$ cat src/rtl/cvpm_pkg.sv
// ----------------------------------------------------------------------------
// cvpm_pkg
// types and fixed constants of the cell voltage pack monitor
// ----------------------------------------------------------------------------
package cvpm_pkg;

   localparam int VOLT_W    = 16;
   localparam int SUM_W     = 23;
   localparam int IDX_W     = 3;
   localparam int CSR_IDX_W = 2;

   localparam logic [VOLT_W-1:0] VOLT_FULL = 16'hFFFF;
   localparam logic [SUM_W-1:0]  SUM_FULL  = 23'h7FFFFF;

   localparam logic [VOLT_W-1:0] OV_LIMIT_RST = 16'd42000;
   localparam logic [VOLT_W-1:0] UV_LIMIT_RST = 16'd28000;
   localparam logic [VOLT_W-1:0] LV_WARN_RST  = 16'd30000;

   localparam logic [CSR_IDX_W-1:0] CSR_OV_LIMIT = 2'd0;
   localparam logic [CSR_IDX_W-1:0] CSR_UV_LIMIT = 2'd1;
   localparam logic [CSR_IDX_W-1:0] CSR_LV_WARN  = 2'd2;

   typedef enum logic [4:0] {
      S_IDLE  = 5'b00001,
      S_SWEEP = 5'b00010,
      S_MULT  = 5'b00100,
      S_DIV   = 5'b01000,
      S_OUT   = 5'b10000
   } state_type;

endpackage

$ cat src/rtl/cvpm_ram.sv
// ----------------------------------------------------------------------------
// cvpm_ram
// simple dual-port ram, one write port, one registered read port
// ----------------------------------------------------------------------------
module cvpm_ram #(
   parameter int WIDTH = 48,
   parameter int DEPTH = 8
) (
   input  logic                                      clock,
   input  logic                                      wr_en,
   input  logic [(DEPTH > 1 ? $clog2(DEPTH) : 1)-1:0] wr_addr,
   input  logic [WIDTH-1:0]                          wr_data,
   input  logic                                      rd_en,
   input  logic [(DEPTH > 1 ? $clog2(DEPTH) : 1)-1:0] rd_addr,
   output logic [WIDTH-1:0]                          rd_data
);

   logic [WIDTH-1:0] mem_ff [DEPTH];
   logic [WIDTH-1:0] rd_data_ff;

   always_ff @(posedge clock) begin
      if (wr_en) begin
         mem_ff[wr_addr] <= wr_data;
      end
      if (rd_en) begin
         rd_data_ff <= mem_ff[rd_addr];
      end
   end

   assign rd_data = rd_data_ff;

endmodule

$ cat src/rtl/cell_voltage_pack_monitor.sv
// ----------------------------------------------------------------------------
// cell_voltage_pack_monitor
// stores per-board cell voltage reports and returns pack figures and flags
// ----------------------------------------------------------------------------
// usage
//   request: a board report is taken on a clock edge with start high and
//   busy low. the report goes into one ram row of {min, max, avg}; an index
//   at or above BOARDS writes nothing but still gives a result.
//   response: rsp_valid pulses for one cycle with the pack figures; the
//   receiver cannot hold it off, so results are never stalled.
//   csr: csr_ready is always high; a transfer writes register csr_index,
//   and index 3 writes nothing. write limits only while busy is low.
// timing
//   after the accepting edge the ram is swept one row per cycle, the sum
//   is scaled by the cell count, then average and sum are divided by
//   BOARDS through reciprocal multiplies, and the result shows for 1 cycle.
//   a new report is taken only once busy is low again after the result.
// reset
//   clears limits to their defaults and all row valid bits; a row not
//   yet written reads as min full scale, max and avg zero.
// ----------------------------------------------------------------------------
module cell_voltage_pack_monitor #(
   parameter int BOARDS        = 8,
   parameter int CELLS_IN_PACK = 108,
   parameter int VOLT_BITS     = 16
) (
   input  logic                                clock,
   input  logic                                reset,
   input  logic                                start,
   output logic                                busy,
   input  logic [cvpm_pkg::IDX_W-1:0]          req_board_index,
   input  logic [cvpm_pkg::VOLT_W-1:0]         req_board_min_voltage,
   input  logic [cvpm_pkg::VOLT_W-1:0]         req_board_max_voltage,
   input  logic [cvpm_pkg::VOLT_W-1:0]         req_board_avg_voltage,
   output logic                                rsp_valid,
   output logic [cvpm_pkg::VOLT_W-1:0]         rsp_pack_max_voltage,
   output logic [cvpm_pkg::VOLT_W-1:0]         rsp_pack_min_voltage,
   output logic [cvpm_pkg::VOLT_W-1:0]         rsp_pack_avg_voltage,
   output logic [cvpm_pkg::SUM_W-1:0]          rsp_pack_sum_voltage,
   output logic                                rsp_over_voltage,
   output logic                                rsp_under_voltage,
   output logic                                rsp_low_voltage,
   input  logic                                csr_valid,
   output logic                                csr_ready,
   input  logic [cvpm_pkg::CSR_IDX_W-1:0]      csr_index,
   input  logic [cvpm_pkg::VOLT_W-1:0]         csr_wdata
);

   import cvpm_pkg::*;

   localparam int SW   = (VOLT_BITS < VOLT_W) ? VOLT_BITS : VOLT_W;
   localparam int BAW  = (BOARDS > 1) ? $clog2(BOARDS) : 1;
   localparam int CNW  = $clog2(BOARDS + 1);
   localparam int LB   = $clog2(BOARDS);
   localparam int TW   = SW + LB;
   localparam int CW   = $clog2(CELLS_IN_PACK + 1);
   localparam int PW   = TW + CW;
   localparam int AS   = TW + LB;
   localparam int SS   = PW + LB;
   localparam int XW   = (PW > SUM_W) ? PW : SUM_W;
   localparam int MW   = 3 * SW;

   // rounded-up reciprocals of BOARDS, exact for every numerator in range
   localparam logic [TW:0] A_RECIP =
      (TW+1)'(((64'd1 << AS) + 64'(BOARDS) - 64'd1) / 64'(BOARDS));
   localparam logic [PW:0] S_RECIP =
      (PW+1)'(((64'd1 << SS) + 64'(BOARDS) - 64'd1) / 64'(BOARDS));

   state_type        state_ff, state_in;
   logic [BOARDS-1:0] vld_ff, vld_in;
   logic [CNW-1:0]   rd_cnt_ff, rd_cnt_in;
   logic             rd_pend_ff, rd_pend_in;
   logic             rd_vld_ff, rd_vld_in;
   logic [VOLT_W-1:0] pmax_ff, pmax_in;
   logic [VOLT_W-1:0] pmin_ff, pmin_in;
   logic [TW-1:0]    total_ff, total_in;
   logic [PW-1:0]    num_s_ff, num_s_in;
   logic [PW-1:0]    num_a_ff, num_a_in;
   logic [VOLT_W-1:0] ov_ff, ov_in;
   logic [VOLT_W-1:0] uv_ff, uv_in;
   logic [VOLT_W-1:0] lv_ff, lv_in;

   logic             accept;
   logic             idx_ok;
   logic             wr_en;
   logic [BAW-1:0]   wr_addr;
   logic [MW-1:0]    wr_data;
   logic             rd_en;
   logic [BAW-1:0]   rd_addr;
   logic [MW-1:0]    rd_data;
   logic [SW-1:0]    e_min, e_max, e_avg;
   logic [2*TW:0]    a_prod;
   logic [2*PW:0]    s_prod;
   logic [XW-1:0]    q_avg, q_sum;

   assign accept    = start && !busy;
   assign idx_ok    = 32'(req_board_index) < 32'(BOARDS);
   assign wr_en     = accept && idx_ok;
   assign wr_addr   = BAW'(req_board_index);
   assign wr_data   = {SW'(req_board_min_voltage), SW'(req_board_max_voltage),
                       SW'(req_board_avg_voltage)};
   assign rd_en     = (state_ff == S_SWEEP) && (rd_cnt_ff < CNW'(BOARDS));
   assign rd_addr   = rd_cnt_ff[BAW-1:0];
   assign busy      = (state_ff != S_IDLE);
   assign csr_ready = 1'b1;

   cvpm_ram #(
      .WIDTH (MW),
      .DEPTH (BOARDS)
   ) u_table (
      .clock   (clock),
      .wr_en   (wr_en),
      .wr_addr (wr_addr),
      .wr_data (wr_data),
      .rd_en   (rd_en),
      .rd_addr (rd_addr),
      .rd_data (rd_data)
   );

   // rows never written read as their reset values
   assign e_min = rd_vld_ff ? rd_data[3*SW-1:2*SW] : {SW{1'b1}};
   assign e_max = rd_vld_ff ? rd_data[2*SW-1:SW]   : '0;
   assign e_avg = rd_vld_ff ? rd_data[SW-1:0]      : '0;

   // divide by BOARDS as multiply by reciprocal and shift
   assign a_prod = (2*TW+1)'(num_a_ff[TW-1:0]) * (2*TW+1)'(A_RECIP);
   assign s_prod = (2*PW+1)'(num_s_ff) * (2*PW+1)'(S_RECIP);

   always_comb begin
      state_in   = state_ff;
      vld_in     = vld_ff;
      rd_cnt_in  = rd_cnt_ff;
      rd_pend_in = rd_en;
      rd_vld_in  = vld_ff[rd_addr];
      pmax_in    = pmax_ff;
      pmin_in    = pmin_ff;
      total_in   = total_ff;
      num_s_in   = num_s_ff;
      num_a_in   = num_a_ff;
      ov_in      = ov_ff;
      uv_in      = uv_ff;
      lv_in      = lv_ff;

      if (csr_valid && csr_ready) begin
         case (csr_index)
            CSR_OV_LIMIT: ov_in = csr_wdata;
            CSR_UV_LIMIT: uv_in = csr_wdata;
            CSR_LV_WARN:  lv_in = csr_wdata;
            default: ;
         endcase
      end

      if (wr_en) begin
         vld_in[wr_addr] = 1'b1;
      end

      case (state_ff)
         S_IDLE: begin
            if (accept) begin
               state_in  = S_SWEEP;
               rd_cnt_in = '0;
               pmax_in   = '0;
               pmin_in   = ov_ff;
               total_in  = '0;
            end
         end
         S_SWEEP: begin
            if (rd_en) begin
               rd_cnt_in = rd_cnt_ff + CNW'(1);
            end
            if (rd_pend_ff) begin
               if (VOLT_W'(e_max) > pmax_ff) begin
                  pmax_in = VOLT_W'(e_max);
               end
               if (VOLT_W'(e_min) < pmin_ff) begin
                  pmin_in = VOLT_W'(e_min);
               end
               total_in = total_ff + TW'(e_avg);
               if (rd_cnt_ff == CNW'(BOARDS)) begin
                  state_in = S_MULT;
               end
            end
         end
         S_MULT: begin
            num_s_in = PW'(total_ff) * PW'(CELLS_IN_PACK);
            num_a_in = PW'(total_ff);
            state_in = S_DIV;
         end
         S_DIV: begin
            num_s_in = PW'(s_prod >> SS);
            num_a_in = PW'(a_prod >> AS);
            state_in = S_OUT;
         end
         S_OUT: begin
            state_in = S_IDLE;
         end
         default: begin
            state_in = S_IDLE;
         end
      endcase
   end

   always_ff @(posedge clock) begin
      if (reset) begin
         state_ff   <= S_IDLE;
         vld_ff     <= '0;
         rd_pend_ff <= 1'b0;
         ov_ff      <= OV_LIMIT_RST;
         uv_ff      <= UV_LIMIT_RST;
         lv_ff      <= LV_WARN_RST;
      end else begin
         state_ff   <= state_in;
         vld_ff     <= vld_in;
         rd_pend_ff <= rd_pend_in;
         ov_ff      <= ov_in;
         uv_ff      <= uv_in;
         lv_ff      <= lv_in;
      end
      rd_cnt_ff <= rd_cnt_in;
      rd_vld_ff <= rd_vld_in;
      pmax_ff   <= pmax_in;
      pmin_ff   <= pmin_in;
      total_ff  <= total_in;
      num_s_ff  <= num_s_in;
      num_a_ff  <= num_a_in;
   end

   assign q_avg = XW'(num_a_ff);
   assign q_sum = XW'(num_s_ff);

   assign rsp_valid            = (state_ff == S_OUT);
   assign rsp_pack_max_voltage = pmax_ff;
   assign rsp_pack_min_voltage = pmin_ff;
   assign rsp_pack_avg_voltage = (q_avg > XW'(VOLT_FULL)) ? VOLT_FULL : q_avg[VOLT_W-1:0];
   assign rsp_pack_sum_voltage = (q_sum > XW'(SUM_FULL)) ? SUM_FULL : q_sum[SUM_W-1:0];
   assign rsp_over_voltage     = pmax_ff > ov_ff;
   assign rsp_under_voltage    = pmin_ff < uv_ff;
   assign rsp_low_voltage      = pmin_ff < lv_ff;

endmodule

$ cat config.mk
export PLATFORM = sky130hd
export DESIGN_NAME = cell_voltage_pack_monitor
export DESIGN_NICKNAME = d
export VERILOG_FILES = /design/src/rtl/cvpm_pkg.sv /design/src/rtl/cvpm_ram.sv /design/src/rtl/cell_voltage_pack_monitor.sv
export SDC_FILE = /design/constraint.sdc
export NUM_CORES = 1
export LEC_CHECK = 0
export BUFFER_PORTS_ARGS = -buffer_cell sky130_fd_sc_hd__buf_4
export CAP_MARGIN = 20
export CORE_UTILIZATION = 25
export CTS_CLUSTER_SIZE = 20
export DETAILED_ROUTE_END_ITERATION = 8
export HOLD_SLACK_MARGIN = 0.03
export SYNTH_ARGS = -nofsm -noshare
export SYNTH_HDL_FRONTEND = slang
export SYNTH_SLANG_ARGS = --single-unit
$ cat constraint.sdc
create_clock -name clock -period 4.85 [get_ports clock]
set_clock_uncertainty 0.05 [all_clocks]
set_input_delay 0.97 -clock clock [delete_from_list [all_inputs] [get_ports clock]]
set_output_delay 0.97 -clock clock [all_outputs]
set_load 0.01 [all_outputs]
* After elaboration in Yosys (flattened, before gate mapping)
Memory sizes are Yosys's and may differ from the RTL's. A register that Yosys moved wholly into a read port is not among the register bits. Cells that the tools add are included.
Cells by class: multipliers 1, reductions and logical operators 15, equality and inequality tests 15, add/sub/neg operators 2, divide/modulo/power cells 0, bitwise operators 1, order comparisons 11, mux-type cells 31, shift-type cells 0
Operators by type and width (number):
- 16-bit 2-to-1 mux | 10
- 26-bit case mux with 2 select lines | 2
- 16-bit case mux with 2 select lines | 2
- 16-bit < comparator | 3
- 19-bit 2-to-1 mux | 2
- 19-bit case mux with 2 select lines | 1
- 16-bit > comparator | 2
- 26-bit by 16-bit > comparator with 1-bit output (second input constant) | 1
- 26-bit by 23-bit > comparator with 1-bit output (second input constant) | 1
- 19-bit by 5-bit multiplier with 24-bit output (second input constant) | 1
- 23-bit 2-to-1 mux | 1
- 5-bit case mux with 4 select lines | 1
- 19-bit by 16-bit adder with 19-bit output | 1
- 5-bit 2-to-1 mux | 3
- 3-bit AND reduction | 3
- 3-bit by 4-bit < comparator with 1-bit output (second input constant) | 2
- 4-bit 2-to-1 mux | 2
- 8-bit bitwise OR | 1
- 4-bit case mux with 2 select lines | 1
- 4-bit AND reduction | 2
- 2-bit by 1-bit != test with 1-bit output (second input constant) | 3
- 2-bit != test (second input constant) | 3
- 2-bit AND reduction | 3
- 5-bit by 1-bit equality test with 1-bit output (second input constant) | 1
- other kinds (18) | 24
Word-level totals: input bits 73, bits in latches 0, word-level logic and storage cells 90, memory bits (read-only) 0, memories 1, RAM bits 384, output and inout port bits 77, register bits 170
Memory list:
- u_table.mem_ff | words 8, width 48, rd ports 1, clocked after Yosys merged registers in 1, write ports 1, RTL line cvpm_ram.sv:18 | logic [WIDTH-1:0] mem_ff [DEPTH];

* Depth between registers and ports, before layout
Gate-level depths: netlist of run 1.
depth in word-level cells 5, gate-level depth with buffers 14, gate-level depth less buffers 14

* By module
A second synthesis of run 1 with hierarchy kept.
Second synthesis, totals: cell total of the unflattened synthesis 1900, area, all modules 27875.5 um2
By module, submodules not included:
- cvpm_ram | seq. area each 12972.4 um2, cells each 616, times used 1, area each 16100.4 um2
- cell_voltage_pack_monitor | seq. area each 4264.1 um2, cells each 1284, times used 1, area each 11775.0 um2

* Least setup slack after synthesis of run 1
OpenSTA, ideal clock, no wires.
path kind reg-to-reg, from register state_ff[1], to memory u_table.mem_ff[0][0], enable pin, required time 4.284 ns, clock period less this slack 5.252 ns, path buffers 0, slack -0.402 ns, arrival 4.686 ns, setup time 0.516 ns, stages on the path, launching flop included 6, path through dfxtp_1 > or3_4 > nor3b_4 > nand2_1 > or2_2 > nor3_1
Between the ends: cells in the longest elaborated chain, start to end 5
RTL lines:
- start, declared | RTL line cell_voltage_pack_monitor.sv:69 | state_type state_ff, state_in;
- start signal, assigned | RTL line cell_voltage_pack_monitor.sv:212 | state_ff <= state_in;
- 5-bit by 1-bit != test with 1-bit output | RTL line cell_voltage_pack_monitor.sv:104 | assign busy = (state_ff != S_IDLE);
- 1-bit logical NOT | RTL line cell_voltage_pack_monitor.sv:96 | assign accept = start && !busy;
- 1-bit logical AND | RTL line cell_voltage_pack_monitor.sv:96
- 1-bit 2-to-1 mux | RTL line cvpm_ram.sv:22 | if (wr_en) begin
- 1-bit 2-to-1 mux (not written as such) | RTL line cvpm_ram.sv:23 | mem_ff[wr_addr] <= wr_data;
- end, declared | RTL line cvpm_ram.sv:18
Every way passes these cells.

* Worst setup path in the final report of run 1
from register total_ff[2], to register num_s_ff[20], data pin
Between the ends: cells in the longest elaborated chain, start to end 2
RTL lines:
- start, declared | RTL line cell_voltage_pack_monitor.sv:76 | logic [TW-1:0] total_ff, total_in;
- start signal, assigned | RTL line cell_voltage_pack_monitor.sv:223 | total_ff <= total_in;
- 19-bit by 5-bit multiplier with 24-bit output | RTL line cell_voltage_pack_monitor.sv:185 | num_s_in = PW'(total_ff) * PW'(CELLS_IN_PACK);
- 26-bit case mux with 2 select lines | RTL line cell_voltage_pack_monitor.sv:157 | case (state_ff)
- net num_s_in[20] | RTL line cell_voltage_pack_monitor.sv:77 | logic [PW-1:0] num_s_ff, num_s_in;
- end signal, assigned | RTL line cell_voltage_pack_monitor.sv:224 | num_s_ff <= num_s_in;
- end, declared | RTL line cell_voltage_pack_monitor.sv:77
The timed path passes the listed nets, and every way through them passes these cells. A chain may end at the register's enable or synchronous reset.

==> results_dict.tcl, run 1 <==
set metrics [dict create \
    status "finished, final reports clean" \
    seq_area_frac_synth_pct 62.5 \
    postCtsHoldBufs 0 \
    crit_path_max_fanout 6 \
    grt_antenna_before_repair 17 \
    seqCellArea_sq_mm 0.0172 \
    crit_slowest_cell "fa_1" \
    port_buffers 148 \
    dieArea_sq_mm 0.112 \
    cts_buffer_depth 3 \
    syn_area_per_cell_sq_um 14.5 \
    critical_path.endpoint "num_s_ff[20]" \
    ir_drop_uv 315 \
    fmax_ghz 0.242 \
    rr_endpoint "num_s_ff[20]" \
    antenna_cells 0 \
    combPwrFrac_pct 30.8 \
    dieWidth_um 334 \
    r2r.worst_path.cells 13 \
    setup_viol 0 \
    final_cell_mix "edfxtp_1 (532), buf_4 (168), inv_1 (162), ha_1 (146), nand2_1 (140)" \
    grt_pass1_wl_um 98100 \
    clockPowerShare_pct 29.3 \
    ios 150 \
    tightest_slew_ns 1.01 \
    insertion_delay_ns 0.66 \
    path_class "reg -> reg" \
    startpoint "total_ff[2]" \
    r2r_slack_ns 0.72 \
    rows 121 \
    setup-tns-final_ns 0 \
    required_ns 5.14 \
    slew_viol_final 0 \
    max_stage_delay_ns 0.51 \
    worst_setup_path_end_kind "flop" \
    nFillCells 10888 \
    die_h_um 334 \
    path_cells "ha_1 -> fa_1 -> inv_1 -> fa_1 -> inv_1 -> ha_1 -> a21oi_1 -> o22ai_1 -> or2_2 -> a41oi_1 -> o21ai_0 -> xnor2_1 -> o21ai_0" \
    cap_violations 0 \
    vias_per_cell 4.29 \
    synth_area_sq_mm 0.0276 \
    power_density_mw_per_mm2 482 \
    num-nets-final 2311 \
    drt_iter0_markers 880 \
    hold_path_class "reg -> reg" \
    multi_input_area_sq_mm 0.00956 \
    p_sw_w 0.00494 \
    leakagePower_nw 11.6 \
    synth_seq_cells 595 \
    groute.usage.overall_pct 11.5 \
    synthArstFlopShare_pct 0 \
    htreeDepth 2 \
    synth.distinct_cells 65 \
    rsz0062_at_grt "false" \
    drive_gt1_share_pct 21.2 \
    switching_share_pct 31.5 \
    clock-root-buffer "clkbuf_16" \
    area_growth_pct 18.0 \
    grt_max_degree 103 \
    hold_viol 0 \
    r2r_start "total_ff[2]" \
    synth-edff-count 532 \
    yosys_warnings 0 \
    postRouteAntennaNets 0 \
    clkTransAtPathRegs_ns 0.06 \
    wl_per_cell_um 18.1 \
    hpwl_um 42700 \
    p_seq_share_pct 39.9 \
    routed_wl_um 64900 \
    synthesis.nets 2148 \
    final_common_cell "edfxtp_1" \
    grt_overflow_total 0 \
    ctsResizeCount 0 \
    min_period_ns 4.13 \
    tritoncts "yes" \
    place_congestion 0.830 \
    via_count 15404 \
    clock-sinks 595 \
    min_period_over_period_pct 85.1 \
    post_cts_buffers 0 \
    grt_pass1_vias 15744 \
    slew_headroom_pct 32.9 \
    dr.pass1.iters 7 \
    holdWs_ns 0.404 \
    arrival_ns 4.41 \
    core_sq_mm 0.109 \
    drc 0 \
    cts_made_buffers 60 \
    synth_ff_type "edfxtp_1" \
    cp-start-kind "flop" \
    synthCells 1899 \
    internal_power_w 0.0107 \
    initial_core_util_pct 25.3 \
]
[Yosys cell counts, types with 4 or more instances]
master    instances  area share (%)
ha_1            146             6.6
o21bai_1          5            0.14
buf_2            10            0.18
clkbuf_1         59            0.80
nor3_1           18            0.33
a211o_1          20            0.63
and2_1           51             1.2
nand2b_1         63             1.4
nor2b_1          10            0.23
a211oi_1         12            0.33
nand2_1         140             1.9
o22ai_1           4           0.091
mux2_2           64             2.6
a21oi_1          90             1.6
mux4_2           98             8.0
and3_1           10            0.23
o21a_1           11            0.30
o21ai_0          57             1.0
nand4_1          14            0.32
a21o_1           21            0.57
nor2_1           99             1.3
xnor2_1          22            0.70
edfxtp_1        532              58
nand3_1           8            0.15
a31oi_1           6            0.14
xor2_1           16            0.51
dfxtp_1          63             4.6
inv_1           162             2.2
fa_1             30             2.2
o31ai_1           7            0.19
[final cells by class]
| type | count | area share (%) |
|---|---|---|
| timing repair buffer | 172 | 4.12 |
| tap | 1476 | 5.67 |
| clock inverter | 39 | 1.21 |
| multi-input combinational | 1071 | 29.4 |
| clock buffer | 73 | 4.82 |
| sequential | 595 | 52.9 |
| inverter | 162 | 1.87 |
[worst max-delay path: cells and delay by family (launching register included)]
family / cells / cell delay (ns)
flops: 1 / 0.50
buf+inv: 2 / 0.09
compound gates: 5 / 0.99
xor+xnor: 1 / 0.15
fa+ha+maj: 4 / 1.73
simple gates: 1 / 0.32
[worst min-delay path by stage]
| stage | endpoint | startpoint | cells after the start | slack [ns] |
|---|---|---|---|---|
| floorplan | vld_ff[2] | vld_ff[2] | 2 | 0.38 |
| finish | lv_ff[15] | lv_ff[15] | 2 | 0.40 |
| CTS | lv_ff[6] | lv_ff[6] | 2 | 0.40 |
| detailed placement | lv_ff[6] | lv_ff[6] | 2 | 0.40 |
| global placement | lv_ff[15] | lv_ff[15] | 2 | 0.39 |
| global route | uv_ff[15] | uv_ff[15] | 2 | 0.43 |
[cell families (layout without fill, tap and decap cells)]
family	after synthesis	in the layout	synth area share, %
buffers and inverters	233	446	3.23
XOR/XNOR	38	38	1.21
multiplexers	162	162	10.6
AO/OA/AOI/OAI	259	259	5.92
adder cells (fa/ha/maj)	176	176	8.80
other	1	1	0.0136
AND/OR/NAND/NOR	435	435	7.74
flip-flops	595	595	62.5
[power by group through the flow]
stage                     sequential (W)  clock [W]  combinational, W
after detailed placement         0.00638          0           0.00486
final                            0.00626    0.00459           0.00484
after CTS                        0.00627    0.00472           0.00489
after floorplan                  0.00631          0           0.00364
after global placement           0.00637          0           0.00485
after global routing             0.00629    0.00490           0.00550
[stage by stage]
step	util [%]	power (W)	setup slack [ns]	instance area [sq um]	instances
global route	29.8	0.0167	0.486	32600	3588
finish	29.8	0.0157	0.724	32600	3588
detailed placement	28.0	0.0112	0.686	30600	3476
global placement	28.0	0.0112	0.792	30600	3476
floorplan	-	0.00995	0.909	27600	1899
CTS	29.8	0.0159	0.693	32600	3588
[layer usage]
layer | share of wire [%] | track usage (%) | vias to the layer above
met5 | 0.31 | 0 | -
met4 | 1.9 | 2.88 | 34
met1 | 44 | 14.8 | 7665
met2 | 47 | 19.0 | 249
met3 | 6.2 | 3.22 | 99
li1 | - | - | 7357
[state kept, by name (all words and copies together), names as in the netlist]
signal                count
total_ff                 19
uv_ff                    16
u_table.rd_data          48
rsp_pack_min_voltage     16
u_table.mem_ff          384
state_ff                  5
rsp_pack_max_voltage     16
rd_cnt_ff                 4
vld_ff                    8
rd_vld_ff                 1
num_s_ff                 26
num_a_ff                 19
rd_pend_ff                1
ov_ff                    16
lv_ff                    16
Power figures use the tool's default switching activity.
==> run 2: changes to the inputs <==
--- a/config.mk
+++ b/config.mk
@@ -7,7 +7,7 @@
 export LEC_CHECK = 0
 export BUFFER_PORTS_ARGS = -buffer_cell sky130_fd_sc_hd__buf_4
 export CAP_MARGIN = 20
-export CORE_UTILIZATION = 25
+export CORE_UTILIZATION = 40
 export CTS_CLUSTER_SIZE = 20
 export DETAILED_ROUTE_END_ITERATION = 8
 export HOLD_SLACK_MARGIN = 0.03
==> run 2 against run 1 <==
Effect of this change: die area is 37% lower; global-route usage is 6.0 points higher; core utilization is 17 points higher; setup slack worse by 0.077 ns; non-clock buffer count is 1 higher; clock power is 2% higher; total power is 0.78% higher; sequential power hardly changed; critical path depth stayed put; clock-buffer cell count is 5 higher; sequential share of layout area is 0.94 points higher; critical endpoint unchanged; largest power group unchanged.
==> results_dict.tcl, run 2 (synthesized netlist as in run 1, its figures left out) <==
set metrics [dict create \
    power_density_mw_per_mm2 494 \
    rows 95 \
    regMostFlops "u_table.mem_ff" \
    clock-sinks 595 \
    insertion_delay_ns 0.66 \
    clockPowerShare_pct 29.5 \
    routed_wl_um 59700 \
    switching_share_pct 31.2 \
    path_cells "ha_1 -> fa_1 -> inv_1 -> fa_1 -> inv_1 -> ha_1 -> a21oi_1 -> o22ai_1 -> or2_2 -> a41oi_1 -> o21ai_0 -> xnor2_1 -> o21ai_0" \
    tritoncts "yes" \
    fmax_ghz 0.238 \
    cp-start-kind "flop" \
    grt_antenna_before_repair 6 \
    min_period_over_period_pct 86.7 \
    startpoint "total_ff[2]" \
    final_cell_mix "edfxtp_1 (532), inv_1 (162), buf_4 (160), ha_1 (146), nand2_1 (140)" \
    hold_path_class "reg -> reg" \
    cp_top_family "adder cells" \
    hold_viol 0 \
    clock-root-buffer "clkbuf_16" \
    rsz0062_at_grt "false" \
    dieWidth_um 265 \
    holdWs_ns 0.406 \
    setup-tns-final_ns 0 \
    dieArea_sq_mm 0.0700 \
    hp-start "lv_ff[0]" \
    r2r.worst_path.cells 13 \
    drive_gt1_share_pct 21.3 \
    seqCellArea_sq_mm 0.0172 \
    min_period_ns 4.20 \
    initial_core_util_pct 40.7 \
    htreeDepth 2 \
    multi_input_area_sq_mm 0.00955 \
    hold_depth 2 \
    cp_num_cells 13 \
    p_sw_w 0.00494 \
    ctsResizeCount 0 \
    postRouteAntennaNets 0 \
    leakagePower_nw 11.6 \
    r2r_start "total_ff[2]" \
    post_cts_buffers 0 \
    grt_pass1_wl_um 94500 \
    tightest_slew_ns 1.06 \
    grt_pass1_vias 16517 \
    crit_path_max_fanout 6 \
    worst_setup_path_end_kind "flop" \
    cap_violations 0 \
    grt_overflow_total 0 \
    max_stage_delay_ns 0.52 \
    via_count 15506 \
    hpwl_um 39000 \
    internal_power_w 0.0109 \
    num-nets-final 2313 \
    p_seq_share_pct 39.6 \
    final_common_cell "edfxtp_1" \
    setup_viol 0 \
    dr.pass1.iters 5 \
    drc 0 \
    drt_iter0_markers 809 \
    grt_max_degree 102 \
    groute.usage.overall_pct 17.5 \
    postCtsHoldBufs 0 \
    place_congestion 0.864 \
    slew_viol_final 0 \
    crit_slowest_cell "fa_1" \
    vias_per_cell 5.19 \
    path_class "reg -> reg" \
    nFillCells 5867 \
    die_h_um 265 \
    largest_register_ffs 384 \
    cts_made_buffers 61 \
    clkTransAtPathRegs_ns 0.06 \
    status "finished, final reports clean" \
    arrival_ns 4.47 \
    area_growth_pct 15.9 \
    port_buffers 148 \
    ios 150 \
    slew_headroom_pct 29.6 \
    cts_buffer_depth 3 \
    combPwrFrac_pct 30.9 \
    ir_drop_uv 311 \
    crit_buf_inv 2 \
    wl_per_cell_um 20.0 \
    required_ns 5.11 \
    core_sq_mm 0.0678 \
]
-- run 2: worst min-delay path: stages (launching register included) --
cell     delay (ns)
dfxtp_1        0.31
nand2_1        0.05
a21oi_1        0.05
-- run 2: per-stage QoR --
stage	instance area (sq um)	power (W)	utilization [%]	std cells	worst slack [ns]
CTS	31900	0.0160	47.1	2984	0.658
global route	32000	0.0168	47.2	2986	0.383
detailed placement	29900	0.0112	44.1	2872	0.680
global placement	29900	0.0112	44.1	2872	0.752
finish	32000	0.0158	47.2	2988	0.647
floorplan	27600	0.00995	-	1899	0.909
-- run 2: final timing paths --
path,endpoint,slack [ns]
setup reg to reg,num_s_ff[20],0.65
setup / recovery,num_s_ff[20],0.65
hold reg to reg,lv_ff[0],0.41
hold / removal,lv_ff[0],0.41
-- run 2: power groups by stage --
stage	clock network, W	logic, W	registers, W
detailed placement	0	0.00485	0.00638
global placement	0	0.00480	0.00637
finish	0.00466	0.00489	0.00626
floorplan	0	0.00364	0.00631
global route	0.00498	0.00554	0.00629
CTS	0.00479	0.00489	0.00627
-- run 2: routing by layer --
layer,up-vias,global-route usage (%),part of all wire (%)
li1,7379,-,-
met1,7691,23.3,44
met2,326,29.3,48
met3,100,3.24,5.2
met4,10,4.76,2.2
met5,-,0,0.12
-- run 2: layout make-up --
type | instances | share of cell area [%]
clock inverter | 34 | 1.24
clock buffer | 78 | 5.08
multi-input combinational | 1071 | 29.9
sequential | 595 | 53.9
timing repair buffer | 173 | 4.59
inverter | 162 | 1.90
antenna | 2 | 0.0156
tap | 873 | 3.42
==> run 3: changes to the inputs <==
--- a/config.mk
+++ b/config.mk
@@ -7,10 +7,11 @@
 export LEC_CHECK = 0
 export BUFFER_PORTS_ARGS = -buffer_cell sky130_fd_sc_hd__buf_4
 export CAP_MARGIN = 20
-export CORE_UTILIZATION = 40
+export CORE_UTILIZATION = 38
 export CTS_CLUSTER_SIZE = 20
 export DETAILED_ROUTE_END_ITERATION = 8
 export HOLD_SLACK_MARGIN = 0.03
+export MAX_ROUTING_LAYER = met4
 export SYNTH_ARGS = -nofsm -noshare
 export SYNTH_HDL_FRONTEND = slang
 export SYNTH_SLANG_ARGS = --single-unit
==> run 3 against run 2 <==
Effect of this change: critical path depth is the same; largest cell class unchanged; sequential power is essentially flat; register-to-register slack gained 0.10 ns; flip-flop and latch count is the same; critical endpoint is now num_s_ff[24]; hold slack lost 0.0022 ns.
==> results_dict.tcl, run 3 (synthesized netlist as in run 1, its figures left out) <==
set metrics [dict create \
    hold_viol 0 \
    core_sq_mm 0.0716 \
    ctsResizeCount 0 \
    required_ns 5.25 \
    die_h_um 271 \
    min_period_over_period_pct 84.6 \
    grt_pass1_wl_um 92400 \
    nFillCells 6324 \
    place_congestion 0.856 \
    initial_core_util_pct 38.5 \
    hpwl_um 39800 \
    wirelength_met1_um 26900 \
    postCtsHoldBufs 0 \
    hold_path_class "reg -> reg" \
    dieArea_sq_mm 0.0737 \
    arrival_ns 4.50 \
    final_cell_mix "edfxtp_1 (532), buf_4 (167), inv_1 (162), ha_1 (146), nand2_1 (140)" \
    min_period_ns 4.10 \
    grt_overflow_total 0 \
    final_common_cell "edfxtp_1" \
    insertion_delay_ns 0.65 \
    vias_per_cell 5.05 \
    htreeDepth 2 \
    rsz0062_at_grt "false" \
    routed_wl_um 60300 \
    dieWidth_um 271 \
    grt_pass1_vias 15814 \
    slew_headroom_pct 27.9 \
    fmax_ghz 0.244 \
    largest_register_ffs 384 \
    drc 0 \
    highest_layer "met4" \
    clock-sinks 595 \
    cap_violations 0 \
    crit_path_max_fanout 6 \
    groute.usage.overall_pct 16.7 \
    num-nets-final 2311 \
    setup_ws_ns 0.747 \
    final_util_pct 44.6 \
    leakagePower_nw 11.6 \
    wl_met3_um 3710 \
    post_cts_buffers 0 \
    setup-tns-final_ns 0 \
    drt_iter0_markers 1029 \
    power_density_mw_per_mm2 492 \
    total_power_w 0.0157 \
    grt_max_degree 103 \
    status "finished, final reports clean" \
    area_growth_pct 15.8 \
    clock-root-buffer "clkbuf_16" \
    drive_gt1_share_pct 21.4 \
    cts_made_buffers 59 \
    rows 98 \
    ios 150 \
    dp_slack_ns 0.740 \
    clkTransAtPathRegs_ns 0.06 \
    regMostFlops "u_table.mem_ff" \
    worst_setup_path_end_kind "flop" \
    tritoncts "yes" \
    cp-start-kind "flop" \
    via_count 15514 \
    tightest_slew_ns 1.08 \
    port_buffers 148 \
    ir_drop_uv 303 \
    grt_antenna_before_repair 11 \
    postRouteAntennaNets 0 \
    cts_buffer_depth 3 \
    path_class "reg -> reg" \
    dr.pass1.iters 5 \
    setup_viol 0 \
    wl_per_cell_um 19.6 \
    slew_viol_final 0 \
    wl_met2_um 28500 \
]
[run 3: per-stage QoR]
stage	std cells	area, sq um	hold WS, ns
final	3071	32000	0.404
after global routing	3071	32000	0.421
after CTS	3060	31900	0.407
after detailed placement	2950	29900	0.398
after global placement	2950	29900	0.392
after floorplan	1899	27600	0.385
[run 3: worst paths after layout]
path,startpoint,end,slack [ns],cells past startpoint
worst max-delay path,total_ff[2],num_s_ff[24],0.75,13
worst max register to register,total_ff[2],num_s_ff[24],0.75,13
worst min-delay path,lv_ff[7],lv_ff[7],0.40,2
worst min register to register,lv_ff[7],lv_ff[7],0.40,2
[run 3: final cells by class]
| cell class | instances | area [sq um] | area share, % |
|---|---|---|---|
| multi-input combinational | 1071 | 9560 | 29.9 |
| clock buffer | 74 | 1580 | 4.95 |
| timing repair buffer | 173 | 1370 | 4.30 |
| inverter | 162 | 608 | 1.90 |
| sequential | 595 | 17200 | 53.9 |
| tap | 950 | 1190 | 3.72 |
| antenna | 10 | 25.0 | 0.0783 |
| clock inverter | 36 | 379 | 1.19 |
[run 3: critical path: stages (launching register included)]
cell and delay (ns):
edfxtp_1 0.50, ha_1 0.37, fa_1 0.51, inv_1 0.05, fa_1 0.50, inv_1 0.04
ha_1 0.37, a21oi_1 0.09, o22ai_1 0.26, a21oi_1 0.17, o31ai_1 0.38, a31oi_1 0.19
or3_1 0.33, a21oi_1 0.15
[run 3: power breakdown]
| part | leakage [nW] | internal, W | total (W) | switching [W] |
|---|---|---|---|---|
| Clock | 0.962 | 0.00264 | 0.00459 | 0.00195 |
| Sequential | 5.37 | 0.00606 | 0.00626 | 0.000201 |
| Combinational | 5.28 | 0.00211 | 0.00486 | 0.00275 |
[run 3: per-layer routing]
layer | track usage (%) | up-vias
met2 | 26.8 | 329
met1 | 21.4 | 7722
met5 | - | -
met3 | 3.90 | 83
met4 | 4.33 | 0
li1 | - | 7380
